### src/rtl/mevd_ram.sv
// Generic single-clock RAM with one write port and one registered read port.
// Stand-alone; width and depth are set by the instantiating module.
`default_nettype none

module mevd_ram #(
  parameter int WIDTH = 8,
  parameter int DEPTH = 16
) (
  input  wire logic                     clk,
  input  wire logic                     we,
  input  wire logic [$clog2(DEPTH)-1:0] waddr,
  input  wire logic [WIDTH-1:0]         wdata,
  input  wire logic                     re,
  input  wire logic [$clog2(DEPTH)-1:0] raddr,
  output logic      [WIDTH-1:0]         rdata
);

  logic [WIDTH-1:0] mem [DEPTH];

  // Write port.
  always_ff @(posedge clk) begin
    if (we) begin
      mem[waddr] <= wdata;
    end
  end

  // Registered read port; the data holds while re is low.
  always_ff @(posedge clk) begin
    if (re) begin
      rdata <= mem[raddr];
    end
  end

endmodule

`default_nettype wire

### config.mk
export PLATFORM = sky130hd
export DESIGN_NAME = mevd_ram
export DESIGN_NICKNAME = d
export VERILOG_FILES = /design/src/rtl/mevd_ram.sv
export SDC_FILE = /design/constraint.sdc
export NUM_CORES = 1
export LEC_CHECK = 0
export BUFFER_PORTS_ARGS = -buffer_cell sky130_fd_sc_hd__buf_2
export CELL_PAD_IN_SITES_DETAIL_PLACEMENT = 1
export CELL_PAD_IN_SITES_GLOBAL_PLACEMENT = 2
export CORE_AREA = 2 2 108 110
export CTS_CLUSTER_DIAMETER = 200
export DETAILED_ROUTE_END_ITERATION = 7
export DIE_AREA = 0 0 110 112
export GPL_TIMING_DRIVEN = 0
export PLACE_DENSITY = 0.84
export SYNTH_ARGS = -nofsm -noshare
export SYNTH_HDL_FRONTEND = slang
export SYNTH_SLANG_ARGS = --single-unit
### constraint.sdc
create_clock -name clk -period 2.1 [get_ports clk]
set_input_delay 0.105 -clock clk [delete_from_list [all_inputs] [get_ports clk]]
set_output_delay 0.105 -clock clk [all_outputs]
set_load 0.01 [all_outputs]
==> metrics.txt <==
Post-synth ARST share 0%; latest clock arrival within the worst-skew pair 0.42 ns; number of global-route vias before repair 2692; layout cells sized above 1 28.32%; critical path launch point mem[4][3]$_DFFE_PP_; crit path time final 1.599 ns; Post-synth top flop edfxtp_1; GPL Wtd Cong 0.7412; most frequent cell after synthesis edfxtp_1; DR pass1 iterations 4; Warnings, synthesis 0; DRC 0; placed cell area 0.005532 mm^2; Crit Path Max Fanout 1; most frequent cells after synthesis edfxtp_1, mux4_2, a22oi_1; Wirelength per Cell 25.78 um; Max VDD drop 0.6076 mV; CTS tree done; total grt overflow 0; remaining antenna violation count 0; via/cell ratio 5.760; Design Area, Final 0.006136 mm^2; CORE AREA 0.01117 mm^2; H-tree depth 4; top-area cell type share of the netlist area 78.12%; worst slew pin tran 1.277 ns; largest net degree at the start of global routing 17; synth unique cells 18; post-layout power 6.381 mW; Seq cells post-synth 136; Layout area overhead 17.38%; nets@finish 292; register area share after synthesis 78.12%; final hold vios 0; Syn Area/Cell 22.83 um^2; initial antenna violation count 0; Critical Path End rdata[3]$_DFFE_PP_; area leader, netlist edfxtp_1; Final Cycle Share 76.13%; Vias 2471; worst reg2reg path depth 3; # Max-Cap Violations 0; clk sink count 136; Worst path max stage delay 0.58 ns; Final Max Slew Viols 0; Root Buffer clkbuf_16; Finished Core Util 54.91%; FF-to-FF setup slack 0.50 ns; CTS Hold Bufs 0; post-cts resize count 0; Fillers 980; diodes inserted 0; Critical Path Start Type flip-flop; setup bufs post-CTS 0; power per standard cell area 1040 mW/mm^2; Post-Syn Nets 248; synthesized area 0.005228 mm^2; Gate Count Post-Synth 229; final wirelength 11.06 mm; Reg area 0.004084 mm^2; Die Y 112 um; Fmax 625.5 MHz; Num CTS Buffers 17; DPL Wire Length 6.964 mm; crit end category flip-flop; CP max-delay cell mux4_1; CP Data Arrival Time 1.75 ns; Reg-to-Reg Start mem[4][3]$_DFFE_PP_; first-pass GRT wire length 16.80 mm; IO Port Bufs 25; leakage power 2.044 nW; Setup CP Type flip-flop to flip-flop; Worst R2R End rdata[3]$_DFFE_PP_; Starting Density 46.78%; HP Class input port to flip-flop; Ports 27; die area 0.01232 mm^2; Core Rows 39; Final Setup Violations 0; RSZ-0062 raised after global routing no; synth top area cells edfxtp_1, mux4_2, mux4_1; die width 110 um; status finished, final reports clean; Clock transition at path regs 0.06 ns; aggregate global-route resource usage 20.41%; DR iter-0 viols 174; worst path required time 2.25 ns; critical-path cell list mux4_1 > a22oi_1 > nand2_1; number of synthesized flops with an enable pin 136; maximum clock path buffer count 2; Slew headroom 14.23%; footprint of the multi-input gates 0.001067 mm^2; Setup Skew 0.006136 ns
## worst max-delay path: cells and delay by family, from the launching register on
family,cells,cell delay [ns]
multiplexers,1,0.58
AND/OR/NAND/NOR,1,0.12
flip-flops,1,0.37
AO/OA/AOI/OAI,1,0.26
## per-stage QoR
step           hold slack, ns  worst slack, ns  cells  setup TNS [ns]
6_report              0.02829           0.5013    429               0
4_1_cts               0.01890           0.2887    429               0
5_1_grt               0.01800           0.4463    429               0
2_1_floorplan          0.2039           0.5021    229               0
3_5_place_dp           0.4592          -0.1000    397         -0.7959
3_3_place_gp           0.4365         -0.06538    397         -0.5210
## cell type report
type	instances	share of cell area, %
Clock buffer	21	7.178
Timing Repair Buffer	25	2.039
Buffer	10	1.407
Tap cell	143	2.916
Sequential cell	136	66.56
Clock inverter	11	2.508
Multi-Input combinational cell	83	17.39
## cells in the final DEF (no fill, tap or decap)
cell type | Yosys | layout
a22oi_1 | 16 | 16
and2_1 | 1 | 1
and2b_1 | 1 | 1
buf_2 | 3 | 28
buf_4 | 1 | 1
buf_6 | 3 | 3
bufinv_16 | 0 | 4
clkbuf_1 | 0 | 4
clkbuf_16 | 0 | 17
clkdlybuf4s25_2 | 3 | 3
clkinv_1 | 0 | 3
clkinv_2 | 0 | 3
clkinvlp_4 | 0 | 1
edfxtp_1 | 136 | 136
mux4_1 | 14 | 14
mux4_2 | 18 | 18
nand2_1 | 9 | 9
nand2b_1 | 2 | 2
nand3_1 | 1 | 1
nand3b_1 | 2 | 2
nor2_1 | 13 | 13
nor2b_1 | 1 | 1
nor3_1 | 4 | 2
nor3_2 | 0 | 2
or3b_2 | 1 | 1
## how the worst min path moves through the flow
stage | start | endpoint | slack, ns | cells past startpoint
floorplan | wdata[0] | mem[0][0]$_DFFE_PP_ | 0.20 | 0
global placement | re | rdata[0]$_DFFE_PP_ | 0.44 | 1
detailed placement | re | rdata[7]$_DFFE_PP_ | 0.46 | 1
CTS | re | rdata[2]$_DFFE_PP_ | 0.02 | 1
global route | re | rdata[2]$_DFFE_PP_ | 0.02 | 1
finish | re | rdata[2]$_DFFE_PP_ | 0.03 | 1
## layer usage
metal | vias up | GRT usage (%) | routed length (um)
met2 | 79 | 30.84 | 5502
li1 | 1071 | - | -
met5 | - | 0 | 0
met4 | 0 | 8.439 | 204
met3 | 19 | 5.796 | 618
met1 | 1302 | 27.98 | 4735
## state kept, by name, indices dropped and copies added, names as in the netlist
register,count
rdata,8
mem,128
## power by group
group | internal, mW | switching [mW] | total [mW] | leakage, nW
Sequential | 3.06 | 0.0151 | 3.08 | 1.24
Clock | 1.96 | 1.04 | 3.00 | 0.287
Combinational | 0.118 | 0.182 | 0.301 | 0.520
## logic make-up after synthesis
kind of cell | synth area share, %
buf+inv | 1.651
mux | 14.79
simple gates | 3.136
compound gates | 2.298
flops | 78.12
Power figures use the tool's default switching activity.
